<file path="config.mk">
export PLATFORM = sky130hd
export DESIGN_NAME = refcounted_register_allocator_flat
export DESIGN_NICKNAME = d
export VERILOG_FILES = /design/src/rtl/rra_pkg.sv /design/src/rtl/rra_in_if.sv /design/src/rtl/rra_out_if.sv /design/src/rtl/refcounted_register_allocator.sv /design/src/flat_wrapper.sv
export SDC_FILE = /design/constraint.sdc
export NUM_CORES = 1
export LEC_CHECK = 0
export ABC_CLOCK_PERIOD_IN_PS = 6200
export BUFFER_PORTS_ARGS = -buffer_cell sky130_fd_sc_hd__clkbuf_2
export CELL_PAD_IN_SITES_DETAIL_PLACEMENT = 0
export CELL_PAD_IN_SITES_GLOBAL_PLACEMENT = 1
export CORE_MARGIN = 2
export CORE_UTILIZATION = 40
export DETAILED_ROUTE_END_ITERATION = 10
export PLACE_DENSITY = 0.73
export SYNTH_ARGS = -nofsm -noshare
export SYNTH_HDL_FRONTEND = slang
export SYNTH_SLANG_ARGS = --single-unit
</file>
<file path="constraint.sdc">
create_clock -name clk -period 6.2 [get_ports clk]
set_input_delay 0.93 -clock clk [delete_from_list [all_inputs] [get_ports clk]]
set_output_delay 0.93 -clock clk [all_outputs]
set_load 0.02 [all_outputs]
</file>
<file path="src/rtl/rra_pkg.sv">
// Shared types, constants and a helper function for the register allocator.
package rra_pkg;

  // Register file geometry; the index field width fixes the register count
  localparam int ADDR_W   = 5;
  localparam int NUM_REGS = 1 << ADDR_W;
  localparam int CNT_W    = 16;
  localparam int RCNT_W   = CNT_W + 1;
  localparam int MODE_W   = 3;
  localparam int STAT_W   = 2;

  localparam logic [CNT_W-1:0]  COUNT_MAX = '1;
  localparam logic [RCNT_W-1:0] RCNT_RSV  = '1;   // -1 reported for a reserved register

  typedef enum logic [MODE_W-1:0] {
    MODE_ACQUIRE = 3'd0,
    MODE_ADDREF  = 3'd1,
    MODE_MIRROR  = 3'd2,
    MODE_RELEASE = 3'd3,
    MODE_QUERY   = 3'd4,
    MODE_FIND    = 3'd5
  } mode_t;

  typedef enum logic [STAT_W-1:0] {
    STAT_OK        = 2'd0,
    STAT_NONE_FREE = 2'd1,
    STAT_NOT_HELD  = 2'd2,
    STAT_SATURATED = 2'd3
  } status_t;

  typedef enum logic {
    ST_IDLE,
    ST_EXEC
  } state_t;

  // Index of the lowest set bit (0 when none is set)
  function automatic logic [ADDR_W-1:0] lowest_set(input logic [NUM_REGS-1:0] v);
    logic [NUM_REGS-1:0] onehot;
    logic [ADDR_W-1:0]   idx;
    onehot = v & (~v + NUM_REGS'(1));
    idx    = '0;
    for (int i = 0; i < NUM_REGS; i++) begin
      if (onehot[i]) begin
        idx = idx | ADDR_W'(i);
      end
    end
    return idx;
  endfunction

endpackage

</file>
<file path="src/rtl/rra_in_if.sv">
// Valid/ready channel carrying one allocator request transaction.
interface rra_in_if;
  logic                      valid;
  logic                      ready;
  logic [rra_pkg::MODE_W-1:0] mode;
  logic [rra_pkg::ADDR_W-1:0] reg_addr;

  modport source (output valid, output mode, output reg_addr, input ready);
  modport sink   (input valid, input mode, input reg_addr, output ready);
endinterface

</file>
<file path="src/rtl/rra_out_if.sv">
// Valid/ready channel carrying one allocator result transaction.
interface rra_out_if;
  logic                               valid;
  logic                               ready;
  logic [rra_pkg::ADDR_W-1:0]         reg_index;
  logic                               found;
  logic                               became_free;
  logic signed [rra_pkg::RCNT_W-1:0]  ref_count;
  logic [rra_pkg::STAT_W-1:0]         status;

  modport source (output valid, output reg_index, output found, output became_free,
                  output ref_count, output status, input ready);
  modport sink   (input valid, input reg_index, input found, input became_free,
                  input ref_count, input status, output ready);
endinterface

</file>
<file path="src/rtl/refcounted_register_allocator.sv">
// Reference-counted register allocator: count memory, held bitmap and a two-step sequencer.
//
// Each request runs in two steps: in the accept cycle the held bitmap and the
// reserved mask go through a lowest-set-bit encoder to pick the target register
// for acquire and find (else the request address) and the count memory is read
// at it; in the second step the shared increment/decrement unit updates the
// count, the memory is written back and the result enters the output register.
// No new request is accepted before that step commits; the input side stays
// ready while a result waits in the output register, and the second step
// stalls only if the previous result has not yet been taken. Counts live in a
// 32 x 16 memory without reset; a held bit per register (cleared by reset)
// marks a nonzero count, and a register that is not held reads as zero, so no
// clearing pass is needed. The reserved mask may be written only while idle.
module refcounted_register_allocator (
  input  logic                         clk,
  input  logic                         rst_n,
  input  logic                         cfg_we,
  input  logic [rra_pkg::NUM_REGS-1:0] cfg_wdata,
  rra_in_if.sink                       in_ch,
  rra_out_if.source                    out_ch
);
  import rra_pkg::*;

  // State and configuration
  state_t               state_r, state_nxt;
  logic [NUM_REGS-1:0]  rsv_mask_r;
  logic [NUM_REGS-1:0]  held_r;
  logic [CNT_W-1:0]     cnt_mem [NUM_REGS];

  // Request captured at accept
  mode_t                mode_r;
  logic [ADDR_W-1:0]    idx_r;
  logic                 hit_r;
  logic                 rsv_r;
  logic                 held_bit_r;
  logic [CNT_W-1:0]     rd_data_r;

  // Output register
  logic                 out_valid_r;
  logic [ADDR_W-1:0]    out_index_r;
  logic                 out_found_r;
  logic                 out_freed_r;
  logic [RCNT_W-1:0]    out_count_r;
  status_t              out_status_r;

  logic                 accept;
  logic                 out_free;
  logic                 commit;

  // Target selection in the accept cycle
  mode_t                in_mode;
  logic [NUM_REGS-1:0]  vacant_vec;
  logic [NUM_REGS-1:0]  held_vec;
  logic [NUM_REGS-1:0]  search_vec;
  logic [ADDR_W-1:0]    sel_idx;
  logic                 sel_hit;

  // Second-step results
  logic [CNT_W-1:0]     cur_cnt;
  logic [CNT_W-1:0]     alu_out;
  logic                 alu_dec;
  logic                 wr_en;
  logic [CNT_W-1:0]     wr_data;
  logic                 held_set;
  logic                 held_clr;
  logic [ADDR_W-1:0]    res_index;
  logic                 res_found;
  logic                 res_freed;
  logic [RCNT_W-1:0]    res_count;
  status_t              res_status;

  assign in_mode  = mode_t'(in_ch.mode);
  assign accept   = in_ch.valid && in_ch.ready;
  assign out_free = !out_valid_r || out_ch.ready;
  assign commit   = (state_r == ST_EXEC) && out_free;

  // Vacancy and held-search vectors, then the lowest-set-bit encoder
  always_comb begin
    vacant_vec = ~held_r & ~rsv_mask_r;
    for (int i = 0; i < NUM_REGS; i++) begin
      held_vec[i] = held_r[i] && !rsv_mask_r[i] && (ADDR_W'(i) >= in_ch.reg_addr);
    end
    search_vec = (in_mode == MODE_FIND) ? held_vec : vacant_vec;
    sel_hit    = |search_vec;
    if (in_mode == MODE_ACQUIRE || in_mode == MODE_FIND) begin
      sel_idx = lowest_set(search_vec);
    end else begin
      sel_idx = in_ch.reg_addr;
    end
  end

  // Next state
  always_comb begin
    state_nxt = state_r;
    unique case (state_r)
      ST_IDLE: if (accept) state_nxt = ST_EXEC;
      ST_EXEC: if (out_free) state_nxt = ST_IDLE;
      default: state_nxt = ST_IDLE;
    endcase
  end

  // Outputs of the sequencer: handshake and the second-step operation
  always_comb begin
    in_ch.ready = (state_r == ST_IDLE);
    cur_cnt     = held_bit_r ? rd_data_r : '0;
    alu_dec     = (mode_r == MODE_RELEASE);
    alu_out     = alu_dec ? (cur_cnt - CNT_W'(1)) : (cur_cnt + CNT_W'(1));

    wr_en      = 1'b0;
    wr_data    = alu_out;
    held_set   = 1'b0;
    held_clr   = 1'b0;
    res_index  = '0;
    res_found  = 1'b0;
    res_freed  = 1'b0;
    res_count  = '0;
    res_status = STAT_OK;

    unique case (mode_r)
      MODE_ACQUIRE: begin
        if (hit_r) begin
          wr_en     = 1'b1;
          wr_data   = CNT_W'(1);
          held_set  = 1'b1;
          res_index = idx_r;
          res_found = 1'b1;
          res_count = RCNT_W'(1);
        end else begin
          res_status = STAT_NONE_FREE;
        end
      end
      MODE_ADDREF, MODE_MIRROR: begin
        res_index = idx_r;
        if (rsv_r) begin
          res_status = STAT_NOT_HELD;
          res_count  = RCNT_RSV;
        end else if (mode_r == MODE_ADDREF && cur_cnt == '0) begin
          res_status = STAT_NOT_HELD;
        end else if (cur_cnt == COUNT_MAX) begin
          res_status = STAT_SATURATED;
          res_count  = {1'b0, COUNT_MAX};
        end else begin
          wr_en     = 1'b1;
          held_set  = 1'b1;
          res_count = {1'b0, alu_out};
        end
      end
      MODE_RELEASE: begin
        res_index = idx_r;
        if (rsv_r) begin
          res_status = STAT_NOT_HELD;
          res_count  = RCNT_RSV;
        end else if (cur_cnt == '0) begin
          res_status = STAT_NOT_HELD;
        end else begin
          wr_en     = 1'b1;
          held_clr  = (alu_out == '0);
          res_freed = (alu_out == '0);
          res_count = {1'b0, alu_out};
        end
      end
      MODE_QUERY: begin
        res_index = idx_r;
        res_count = rsv_r ? RCNT_RSV : {1'b0, cur_cnt};
      end
      MODE_FIND: begin
        if (hit_r) begin
          res_index = idx_r;
          res_found = 1'b1;
          res_count = {1'b0, cur_cnt};
        end
      end
      default: begin
        res_status = STAT_OK;
      end
    endcase
  end

  // Control registers
  always_ff @(posedge clk) begin
    if (!rst_n) begin
      state_r     <= ST_IDLE;
      rsv_mask_r  <= '0;
      held_r      <= '0;
      out_valid_r <= 1'b0;
    end else begin
      state_r <= state_nxt;
      if (cfg_we) begin
        rsv_mask_r <= cfg_wdata;
      end
      if (commit && held_set) begin
        held_r[idx_r] <= 1'b1;
      end else if (commit && held_clr) begin
        held_r[idx_r] <= 1'b0;
      end
      if (commit) begin
        out_valid_r <= 1'b1;
      end else if (out_ch.ready) begin
        out_valid_r <= 1'b0;
      end
    end
  end

  // Request capture at accept
  always_ff @(posedge clk) begin
    if (accept) begin
      mode_r     <= in_mode;
      idx_r      <= sel_idx;
      hit_r      <= sel_hit;
      rsv_r      <= rsv_mask_r[sel_idx];
      held_bit_r <= held_r[sel_idx];
    end
  end

  // Count memory: registered read at accept, write-back on commit
  always_ff @(posedge clk) begin
    if (accept) begin
      rd_data_r <= cnt_mem[sel_idx];
    end
    if (commit && wr_en) begin
      cnt_mem[idx_r] <= wr_data;
    end
  end

  // Result register
  always_ff @(posedge clk) begin
    if (commit) begin
      out_index_r  <= res_index;
      out_found_r  <= res_found;
      out_freed_r  <= res_freed;
      out_count_r  <= res_count;
      out_status_r <= res_status;
    end
  end

  assign out_ch.valid       = out_valid_r;
  assign out_ch.reg_index   = out_index_r;
  assign out_ch.found       = out_found_r;
  assign out_ch.became_free = out_freed_r;
  assign out_ch.ref_count   = $signed(out_count_r);
  assign out_ch.status      = out_status_r;

endmodule
</file>
<file path="src/flat_wrapper.sv">
// flat-port wrapper written by rule: the top's interface ports become plain ports
module refcounted_register_allocator_flat import rra_pkg::*;
  (clk, rst_n, cfg_we, cfg_wdata, in_ch_valid, in_ch_mode, in_ch_reg_addr, in_ch_ready, out_ch_valid, out_ch_reg_index, out_ch_found, out_ch_became_free, out_ch_ref_count, out_ch_status, out_ch_ready);
  rra_in_if in_ch_i ();
  rra_out_if out_ch_i ();
  input  logic clk;
  input  logic rst_n;
  input  logic cfg_we;
  input  logic [rra_pkg::NUM_REGS-1:0] cfg_wdata;
  input wire logic [$bits(in_ch_i.valid)-1:0] in_ch_valid;
  input wire logic [$bits(in_ch_i.mode)-1:0] in_ch_mode;
  input wire logic [$bits(in_ch_i.reg_addr)-1:0] in_ch_reg_addr;
  output wire logic [$bits(in_ch_i.ready)-1:0] in_ch_ready;
  output wire logic [$bits(out_ch_i.valid)-1:0] out_ch_valid;
  output wire logic [$bits(out_ch_i.reg_index)-1:0] out_ch_reg_index;
  output wire logic [$bits(out_ch_i.found)-1:0] out_ch_found;
  output wire logic [$bits(out_ch_i.became_free)-1:0] out_ch_became_free;
  output wire logic [$bits(out_ch_i.ref_count)-1:0] out_ch_ref_count;
  output wire logic [$bits(out_ch_i.status)-1:0] out_ch_status;
  input wire logic [$bits(out_ch_i.ready)-1:0] out_ch_ready;
  assign in_ch_i.valid = in_ch_valid;
  assign in_ch_i.mode = in_ch_mode;
  assign in_ch_i.reg_addr = in_ch_reg_addr;
  assign in_ch_ready = in_ch_i.ready;
  assign out_ch_valid = out_ch_i.valid;
  assign out_ch_reg_index = out_ch_i.reg_index;
  assign out_ch_found = out_ch_i.found;
  assign out_ch_became_free = out_ch_i.became_free;
  assign out_ch_ref_count = out_ch_i.ref_count;
  assign out_ch_status = out_ch_i.status;
  assign out_ch_i.ready = out_ch_ready;
  refcounted_register_allocator u_core (.clk(clk), .rst_n(rst_n), .cfg_we(cfg_we), .cfg_wdata(cfg_wdata), .in_ch(in_ch_i), .out_ch(out_ch_i));
endmodule
</file>
Yosys cells after proc, flatten, opt, wreduce, memory -nomap -nowiden
Memory sizes are Yosys's and may differ from the RTL's. A register that Yosys moved wholly into a read port is not among the register bits.
Index checks and enable logic that the tools add are counted.
Widths: inputs -> output; s select.
{"block": "classes", "addsub": 3, "order_cmp": 35, "n_eq_ne": 10, "mux": 162, "bitwise_logic": 9, "reduce_logical": 113}
{"op": "$mux 5", "count": 52}
{"op": "$mux 32", "count": 8}
{"op": "$mux 17", "count": 15}
{"op": "$mux 16", "count": 8}
{"op": "$not 32->32", "count": 4}
{"op": "$and 32x32->32", "count": 3}
{"op": "$pmux 17 s5", "count": 1}
{"op": "$ge 5x5->1 const A", "count": 16}
{"op": "$logic_and 1x1->1", "count": 71}
{"op": "$ge 4x5->1 const A", "count": 8}
{"op": "$mux 1", "count": 40}
{"op": "$mux 2", "count": 17}
{"op": "$logic_not 1->1", "count": 33}
{"op": "$add 32x1->32 const B", "count": 1}
{"op": "$logic_not 16->1", "count": 2}
{"op": "$mux 4", "count": 8}
{"op": "$or 32x32->32", "count": 1}
{"op": "$reduce_or 32->1", "count": 1}
{"op": "$ge 3x5->1 const A", "count": 4}
{"op": "$add 16x1->16 const B", "count": 1}
{"op": "$eq 16x16->1 const B", "count": 1}
{"op": "$sub 16x1->16 const B", "count": 1}
{"op": "$pmux 5 s3", "count": 1}
{"op": "$lt 5x6->1 const B", "count": 2}
{"op": "19 further kinds", "count": 33}
{"block": "totals", "regBits": 103, "ramBits": 512, "input_bits": 45, "output_inout_bits": 28, "word_cells": 347, "memories": 1}
{"name": "u_core.cnt_mem", "depth": 32, "width": 16, "read_ports": 1, "rd_clocked_by_memory_dff": 1, "wr": 1, "line_no": "refcounted_register_allocator.sv:28", "source": "logic [CNT_W-1:0] cnt_mem [NUM_REGS];"}

Logic depth before layout (Yosys ltp)
Gate-level depths: netlist of the first run.
{"block": "logic_depth", "ltp_word": 72, "depth_mapped": 21, "mapped_depth_nobuf": 16}

Least setup slack after synthesis of the first run
OpenSTA, ideal clock, no wires.
{"block": "synth_path", "path_kind": "register -> register", "from": "reg u_core.mode_r[2]", "to": "mem u_core.cnt_mem[0][15], data pin", "setup_ps": 539, "arrival_ps": 5220, "required_ps": 5661, "setup_slack_ps": 441, "path_stages_with_launch": 16, "n_path_buf": 3, "synth_period_minus_slack_ps": 5759, "cell_sequence": "edfxtp_1 > clkbuf_1 > inv_1 > nand3_1 > clkbuf_1 > clkbuf_1 > inv_1 > ha_1 > a31o_2 > a21oi_1 > nand2b_1 > a21o_1 > a2111oi_0 > or3_1 > and4_1 > nor4_1"}
{"block": "synth_via", "elab_chain_cells": 5, "elab_cells_between_ends": 6, "cone_classes": "eq/ne (1); mux (4); reduce/logical (1)"}
{"element": "start: declaration", "line_no": "refcounted_register_allocator.sv:31", "source": "mode_t mode_r;"}
{"element": "start signal: assignment", "line_no": "refcounted_register_allocator.sv:207", "source": "mode_r <= in_mode;"}
{"element": "$eq 3x2->1", "line_no": "refcounted_register_allocator.sv:106", "source": "alu_dec = (mode_r == MODE_RELEASE);"}
{"element": "$mux 16", "line_no": "refcounted_register_allocator.sv:107", "source": "alu_out = alu_dec ? (cur_cnt - CNT_W'(1)) : (cur_cnt + CNT_W'(1));"}
{"element": "$mux 16", "line_no": "refcounted_register_allocator.sv:121", "source": "if (hit_r) begin"}
{"element": "$mux 16", "line_no": "refcounted_register_allocator.sv:119", "source": "unique case (mode_r)"}
{"element": "$mux 16 *", "line_no": "refcounted_register_allocator.sv:119"}
{"element": "net u_core.wr_data[15]", "line_no": "refcounted_register_allocator.sv:63", "source": "logic [CNT_W-1:0] wr_data;"}
{"element": "end: declaration", "line_no": "refcounted_register_allocator.sv:28"}
The timed path passes the listed nets; every way through them passes the cells marked *. The select of a mux whose other input is x is not followed.

Worst setup path in the final report of the first run
{"block": "layout_path", "from": "in in_ch_mode[1]", "to": "reg u_core.rd_data_r[3] (read register of u_core.cnt_mem), data pin"}
{"block": "layout_via", "elab_chain_cells": 68, "elab_cells_between_ends": 70, "cone_classes": "add/sub (1); eq/ne (1); mux (64); bitwise (2); reduce/logical (2)"}
{"element": "start: declaration", "line_no": "flat_wrapper.sv:11", "source": "input wire logic [$bits(in_ch_i.mode)-1:0] in_ch_mode;"}
{"element": "$eq 3x3->1", "line_no": "refcounted_register_allocator.sv:83, refcounted_register_allocator.sv:85"}
{"element": "$mux 32", "line_no": "refcounted_register_allocator.sv:83", "source": "search_vec = (in_mode == MODE_FIND) ? held_vec : vacant_vec;"}
{"element": "$not 32->32", "line_no": "rra_pkg.sv:40", "source": "onehot = v & (~v + NUM_REGS'(1));"}
{"element": "$add 32x1->32", "line_no": "rra_pkg.sv:40"}
{"element": "$and 32x32->32", "line_no": "rra_pkg.sv:40"}
{"element": "$mux 1", "line_no": "rra_pkg.sv:43", "source": "if (onehot[i]) begin"}
{"element": "$mux 5", "line_no": "refcounted_register_allocator.sv:85", "source": "if (in_mode == MODE_ACQUIRE || in_mode == MODE_FIND) begin"}
{"element": "$mux 2", "line_no": "rra_pkg.sv:43"}
{"element": "[52 not listed]"}
{"element": "$mux 5", "line_no": "refcounted_register_allocator.sv:85"}
{"element": "$mux 5", "line_no": "rra_pkg.sv:43"}
{"element": "$mux 5", "line_no": "refcounted_register_allocator.sv:85"}
{"element": "$mux 5", "line_no": "rra_pkg.sv:43"}
{"element": "$mux 5", "line_no": "refcounted_register_allocator.sv:85"}
{"element": "$mux 5", "line_no": "rra_pkg.sv:43"}
{"element": "$mux 5", "line_no": "refcounted_register_allocator.sv:85"}
{"element": "$mux 5 *", "line_no": "refcounted_register_allocator.sv:85"}
{"element": "end: declaration", "line_no": "refcounted_register_allocator.sv:36", "source": "logic [CNT_W-1:0] rd_data_r;"}
Every way passes the cells marked *; elsewhere a longest branch is shown, timed or not. The select of a mux whose other input is x is not followed.
A chain may end at the register's enable or synchronous reset.

==> results of run 1 <==
cells in the final DEF, fill, tap and decap left out, drive strengths merged, types with 44 or more instances in the layout:
cell type	count
a21oi	56
nor2b	52
nand4	69
mux2i	110
clkbuf	157
nand3	139
edfxtp	565
o21ai	78
buf	98
nor2	108
nand2	481
a32oi	44
dfxtp	66
state kept, by name, indices dropped and copies added (netlist names), 2 cells and up, named ones only:
register,cells
u_core.rsv_mask_r,32
u_core.mode_r,3
u_core.out_ch.ref_count,17
u_core.idx_r,5
u_core.out_ch.reg_index,5
u_core.cnt_mem,512
u_core.out_ch.status,2
u_core.rd_data_r,16
through the flow:
step,util,std cells
after floorplan,-,2341
after global placement,0.430,3315
after detailed placement,0.430,3315
after CTS,0.461,3440
after global routing,0.461,3440
final,0.461,3440
layout make-up:
cell class / instances / area, µm² / area share
Clock buffer: 85 / 1810 / 0.0558
Sequential cell: 631 / 18300 / 0.564
Tap cell: 940 / 1180 / 0.0363
Inverter: 33 / 134 / 0.00413
Clock inverter: 40 / 363 / 0.0112
Multi-Input combinational cell: 1541 / 9460 / 0.292
Timing Repair Buffer: 170 / 1200 / 0.0369
power breakdown:
group          switching [mW]  leakage, nW  internal (mW)
combinational            1.04         4.32          0.406
clock                    1.72         1.02           2.19
sequential             0.0801         5.71           4.92
total                    2.85         11.0           7.52
per-layer routing:
metal  routed length [µm]  part of all wire
met3                 6000             0.070
met2                39400              0.46
met1                37000              0.43
met4                 2910             0.034
met5                    0                 0
worst paths after layout:
path,slack (ps),endpoint,from,cells past startpoint
max,820,u_core.rd_data_r[3],in_ch_mode[1],16
min reg2reg,530,u_core.out_ch.valid,u_core.out_ch.valid,2
min,530,u_core.out_ch.valid,u_core.out_ch.valid,2
max reg2reg,990,u_core.cnt_mem[25][13],u_core.mode_r[2],14
worst register-to-register path: cells and delay by family, from the launching register on:
kind	cells	cell delay, ps
AND/OR/NAND/NOR	5	1670
AO/OA/AOI/OAI	4	1110
buffers and inverters	3	1060
flip-flops	1	540
XOR/XNOR	1	400
adder cells (fa/ha/maj)	1	270
kinds of logic (layout without fill, tap and decap cells):
logic type,after synthesis,after routing
buffers and inverters,169,328
multiplexers,111,111
XOR/XNOR,21,21
adder cells (fa/ha/maj),16,16
AND/OR/NAND/NOR,1008,1008
flip-flops,631,631
AO/OA/AOI/OAI,385,385
==> impl_metrics.yaml, run 1 <==
run_status:
  status: "finished clean"
die:
  core-area_um2: 70300
  die_x_um: 271
  die_area_um2: 73400
  dieHeight_um: 271
  rows: 97
  ios: 73
  initial_core_util: 0.406
detailed_routing:
  drt-total-wl_mm: 85.2
  vias_per_cell: 5.85
  firstDrtPassIters: 5
  wl_per_cell_um: 24.8
  drtIter0Drc: 2344
  post-route-drc-count: 0
  detail-route-antenna-nets: 0
  vias: 20100
sta:
  rsz0062_at_grt: "false"
  setup_viol: 0
  min_period_ps: 5380
  relSlewSlack: 0.173
  slew_viol_final: 0
  fmax_mhz: 186
  worstMarginPinSlew_ps: 1230
  holdWs_ps: 527
  hold_viol: 0
  period_share: 0.868
  fin_ws_ps: 817
  tns_ps: 0
  skew_ps: 30.8
global_route:
  grt_pass1_wl_mm: 127
  met1_usage: 0.317
  grt_overflow: 0
  grt.met3_usage: 0.0320
  grt.busiest_layer: "met2"
  antenna_found_initial: 0
  gr-usage-all-layers: 0.229
  grt_pass1_vias: 19500
  grt_max_degree: 104
  grtUsageMet2: 0.365
logic_synthesis:
  yosysWarnings: 0
  synth-compound-area-share: 0.0993
  synthMuxAreaShare: 0.0395
  syn-num-nets: 2402
  synth_top_family_by_area: "simple AND/OR/NAND/NOR gates"
  synthArstFlopShare: 0
  synthSimpleGateAreaFrac: 0.177
  avgSynthCellArea_um2: 12.2
  synth_fa_ha_area_frac: 0.00729
  synth.ff_latch_count: 631
  synth-edff-count: 565
  synth_area_um2: 28500
  synth_top_area_frac: 0.595
  synth_cells: 2341
  netlist_top_cells_count: "edfxtp_1 (565), nand2_1 (481), nand3_1 (129)"
  ys.flop_type: "edfxtp_1"
  synthTopCellsByArea: "edfxtp_1 (60%), nand2_1 (6.3%), dfxtp_1 (4.6%)"
  yosysTopAreaCell: "edfxtp_1"
  synth_xor_xnor_area_share: 0.00645
  synth.distinct_cells: 92
  seq_area_frac_synth: 0.642
  yosysMostFrequentCell: "edfxtp_1"
critical_path:
  cp_slowest_stage_delay_ps: 830
  critPathKind: "in -> reg"
  critPathCaptureType: "register"
  crit_slowest_cell: "and3b_1"
  crit_path_start_kind: "input pin"
  crit_buf_inv: 4
  critPathRequiredTime_ps: 6620
  cp.arrival_ps: 5800
  worstPathCellList: "clkbuf_2 > and3b_1 > buf_4 > nor3_1 > a221o_1 > nor3_2 > nand4_2 > a211oi_1 > a211oi_2 > or2_4 > inv_6 > buf_12 > nand2_1 > a32oi_1 > o2111ai_1 > nor4_1"
  worstPathMaxFanout: 51
  crit_family: "simple AND/OR/NAND/NOR gates"
clock_network:
  cts_resized: 0
  clock-sinks: 631
  clkLatencyLatePin_ps: 620
  cts_root_buffer: "clkbuf_16"
  holdBufCountCts: 0
  post_cts_buffers: 0
  cts_tree: "done"
  clk_pin_slew_worst_paths_ps: 60
  cts_buffers: 69
  clock_path_buffers: 3
  h-tree-depth: 3
layout:
  fin_area_um2: 32400
  drive_gt1_frac: 0.141
  num-nets-final: 2507
  syn_to_final_growth_pct: 13.8
  fillers: 6239
  diodes: 0
placed_design:
  place_congestion: 0.927
  preCtsSetupSlack_ps: 253
  numPortBuffers: 72
  place_area_um2: 30300
  dpl.hpwl_mm: 56.4
power_and_ir_drop:
  power.density_nw_per_um2: 320
  p_leak_nw: 11.0
  p_total_mw: 10.4
  ir_drop_mv: 0.203
min_path:
  hold_class: "reg -> reg"
run:
  maxCapViolCount: 0
No activity file was read; power rests on OpenSTA's default activity.
==> inputs of run 2 (changes only) <==
--- a/config.mk
+++ b/config.mk
@@ -11,6 +11,7 @@
 export CELL_PAD_IN_SITES_GLOBAL_PLACEMENT = 1
 export CORE_MARGIN = 2
 export CORE_UTILIZATION = 40
+export CTS_BUF_LIST = sky130_fd_sc_hd__clkbuf_4 sky130_fd_sc_hd__clkbuf_8 sky130_fd_sc_hd__clkbuf_16
 export DETAILED_ROUTE_END_ITERATION = 10
 export PLACE_DENSITY = 0.73
 export SYNTH_ARGS = -nofsm -noshare
==> impl_metrics.yaml, run 2 (same netlist as run 1, synthesis figures left out) <==
placed_design:
  preCtsSetupSlack_ps: 253
  place_congestion: 0.927
  numPortBuffers: 72
  dpl.hpwl_mm: 56.4
min_path:
  hold_class: "reg -> reg"
  min-delay-start: "u_core.out_ch.valid"
  hold_depth: 2
  min_to: "u_core.out_ch.valid"
global_route:
  grt_pass1_wl_mm: 127
  grt_max_degree: 104
  grt_pass1_vias: 19500
  met1_usage: 0.317
  antenna_found_initial: 0
  gr-usage-all-layers: 0.229
  grt.busiest_layer: "met2"
  grt_overflow: 0
  grt.met3_usage: 0.0320
  grtUsageMet2: 0.364
sta:
  hold_viol: 0
  fmax_mhz: 184
  worstMarginPinSlew_ps: 1250
  rsz0062_at_grt: "false"
  relSlewSlack: 0.163
  period_share: 0.875
  fin_ws_ps: 776
  setup_viol: 0
  skew_ps: 33.7
  holdWs_ps: 527
  tns_ps: 0
  min_period_ps: 5420
  slew_viol_final: 0
power_and_ir_drop:
  netSwitchingPower_mw: 2.86
  power.density_nw_per_um2: 322
  ir_drop_mv: 0.205
  power.internal_mw: 7.58
  p_clk_frac: 0.382
  p_sw_frac: 0.274
  comb_power_share: 0.139
  seqPwrFrac: 0.479
  p_leak_nw: 11.1
detailed_routing:
  drtIter0Drc: 2218
  firstDrtPassIters: 5
  vias_per_cell: 5.85
  vias: 20100
  wl_per_cell_um: 24.8
  detail-route-antenna-nets: 0
  drt-total-wl_mm: 85.4
  post-route-drc-count: 0
layout:
  largest_reg_flops: 512
  seqCellArea_um2: 18300
  num-nets-final: 2507
  fillers: 6234
  top_register: "u_core.cnt_mem"
  diodes: 0
  syn_to_final_growth_pct: 14.0
  most-common-layout-cells: "edfxtp_1 (565), nand2_1 (481), nand3_1 (129)"
  drive_gt1_frac: 0.147
  multi_input_area_um2: 9460
  layout.cells.most_common: "edfxtp_1"
die:
  ios: 73
  die_x_um: 271
  initial_core_util: 0.406
  die_area_um2: 73400
  rows: 97
  dieHeight_um: 271
  core-area_um2: 70300
critical_path:
  ff2ff_path_depth: 14
  critPathKind: "in -> reg"
  critPathRequiredTime_ps: 6530
  cp_slowest_stage_delay_ps: 850
  crit_slowest_cell: "and3b_1"
  critPathCaptureType: "register"
  crit_top_cell: "buf_4"
  r2r_slack_ps: 970
  rr_startpoint: "u_core.mode_r[2]"
  worstPathCellList: "clkbuf_2 > and3b_1 > buf_4 > nor3_1 > a221o_1 > nor3_2 > nand4_1 > a311o_1 > a21o_1 > clkinv_4 > nand3_2 > nor2_2 > buf_4 > nand3_1 > a21oi_1 > nor4_2"
  cp.arrival_ps: 5750
  crit_path_start_kind: "input pin"
  critPathLaunch: "in_ch_mode[1]"
  worstPathMaxFanout: 21
  reg2reg_to: "u_core.cnt_mem[25][13]"
clock_network:
  clk_pin_slew_worst_paths_ps: 60
  cts_resized: 0
  cts_tree: "done"
  h-tree-depth: 3
  clock_path_buffers: 3
  cts_buffers: 69
  clkLatencyLatePin_ps: 620
  clock-sinks: 631
  holdBufCountCts: 0
  cts_root_buffer: "clkbuf_16"
  post_cts_buffers: 0
run_status:
  status: "finished clean"
run:
  maxCapViolCount: 0
==> run 2: metrics by stage <==
| step | instances | utilization | cell area, µm² | power [mW] |
|---|---|---|---|---|
| 6_report | 3440 | 0.462 | 32500 | 10.4 |
| 5_1_grt | 3440 | 0.462 | 32500 | 10.8 |
| 4_1_cts | 3440 | 0.462 | 32500 | 10.5 |
| 3_5_place_dp | 3315 | 0.430 | 30300 | 6.53 |
| 3_3_place_gp | 3315 | 0.430 | 30300 | 6.50 |
| 2_1_floorplan | 2341 | - | 28500 | 5.93 |
==> run 2: worst max-delay path, delay by kind of cell <==
family          cells  cell delay (ps)
buf+inv             4              940
compound gates      4             1760
simple gates        8             2090
==> run 2: worst max path at each step <==
| stage | to | slack [ps] | cells after the start |
|---|---|---|---|
| 6_report | u_core.rd_data_r[8] | 780 | 16 |
| 5_1_grt | u_core.rd_data_r[12] | 540 | 16 |
| 4_1_cts | u_core.rd_data_r[3] | 900 | 16 |
| 3_5_place_dp | u_core.rd_data_r[3] | 250 | 16 |
| 3_3_place_gp | u_core.rd_data_r[10] | 340 | 17 |
| 2_1_floorplan | u_core.cnt_mem[0][15] | 440 | 15 |
==> run 2: routing by layer <==
metal	vias to the layer above	routed length (µm)
met2	863	39600
met3	146	6230
met1	10100	36800
met5	-	0
met4	0	2880
li1	9013	-
==> run 2: power groups by stage <==
stage               clock, mW  sequential, mW  combinational (mW)
detailed placement          0            5.09                1.44
CTS                      4.04            5.00                1.45
global placement            0            5.09                1.42
finish                   3.99            5.00                1.45
global route             4.21            5.01                1.56
floorplan                   0            5.06               0.870
==> run 2: layout make-up <==
cell class / count / share of cell area
clock buffers: 85 / 0.0574
clock inverters: 40 / 0.0112
inverters: 33 / 0.00412
multi-input cells: 1541 / 0.291
flip-flops and latches: 631 / 0.563
well taps: 940 / 0.0362
repair buffers: 170 / 0.0368
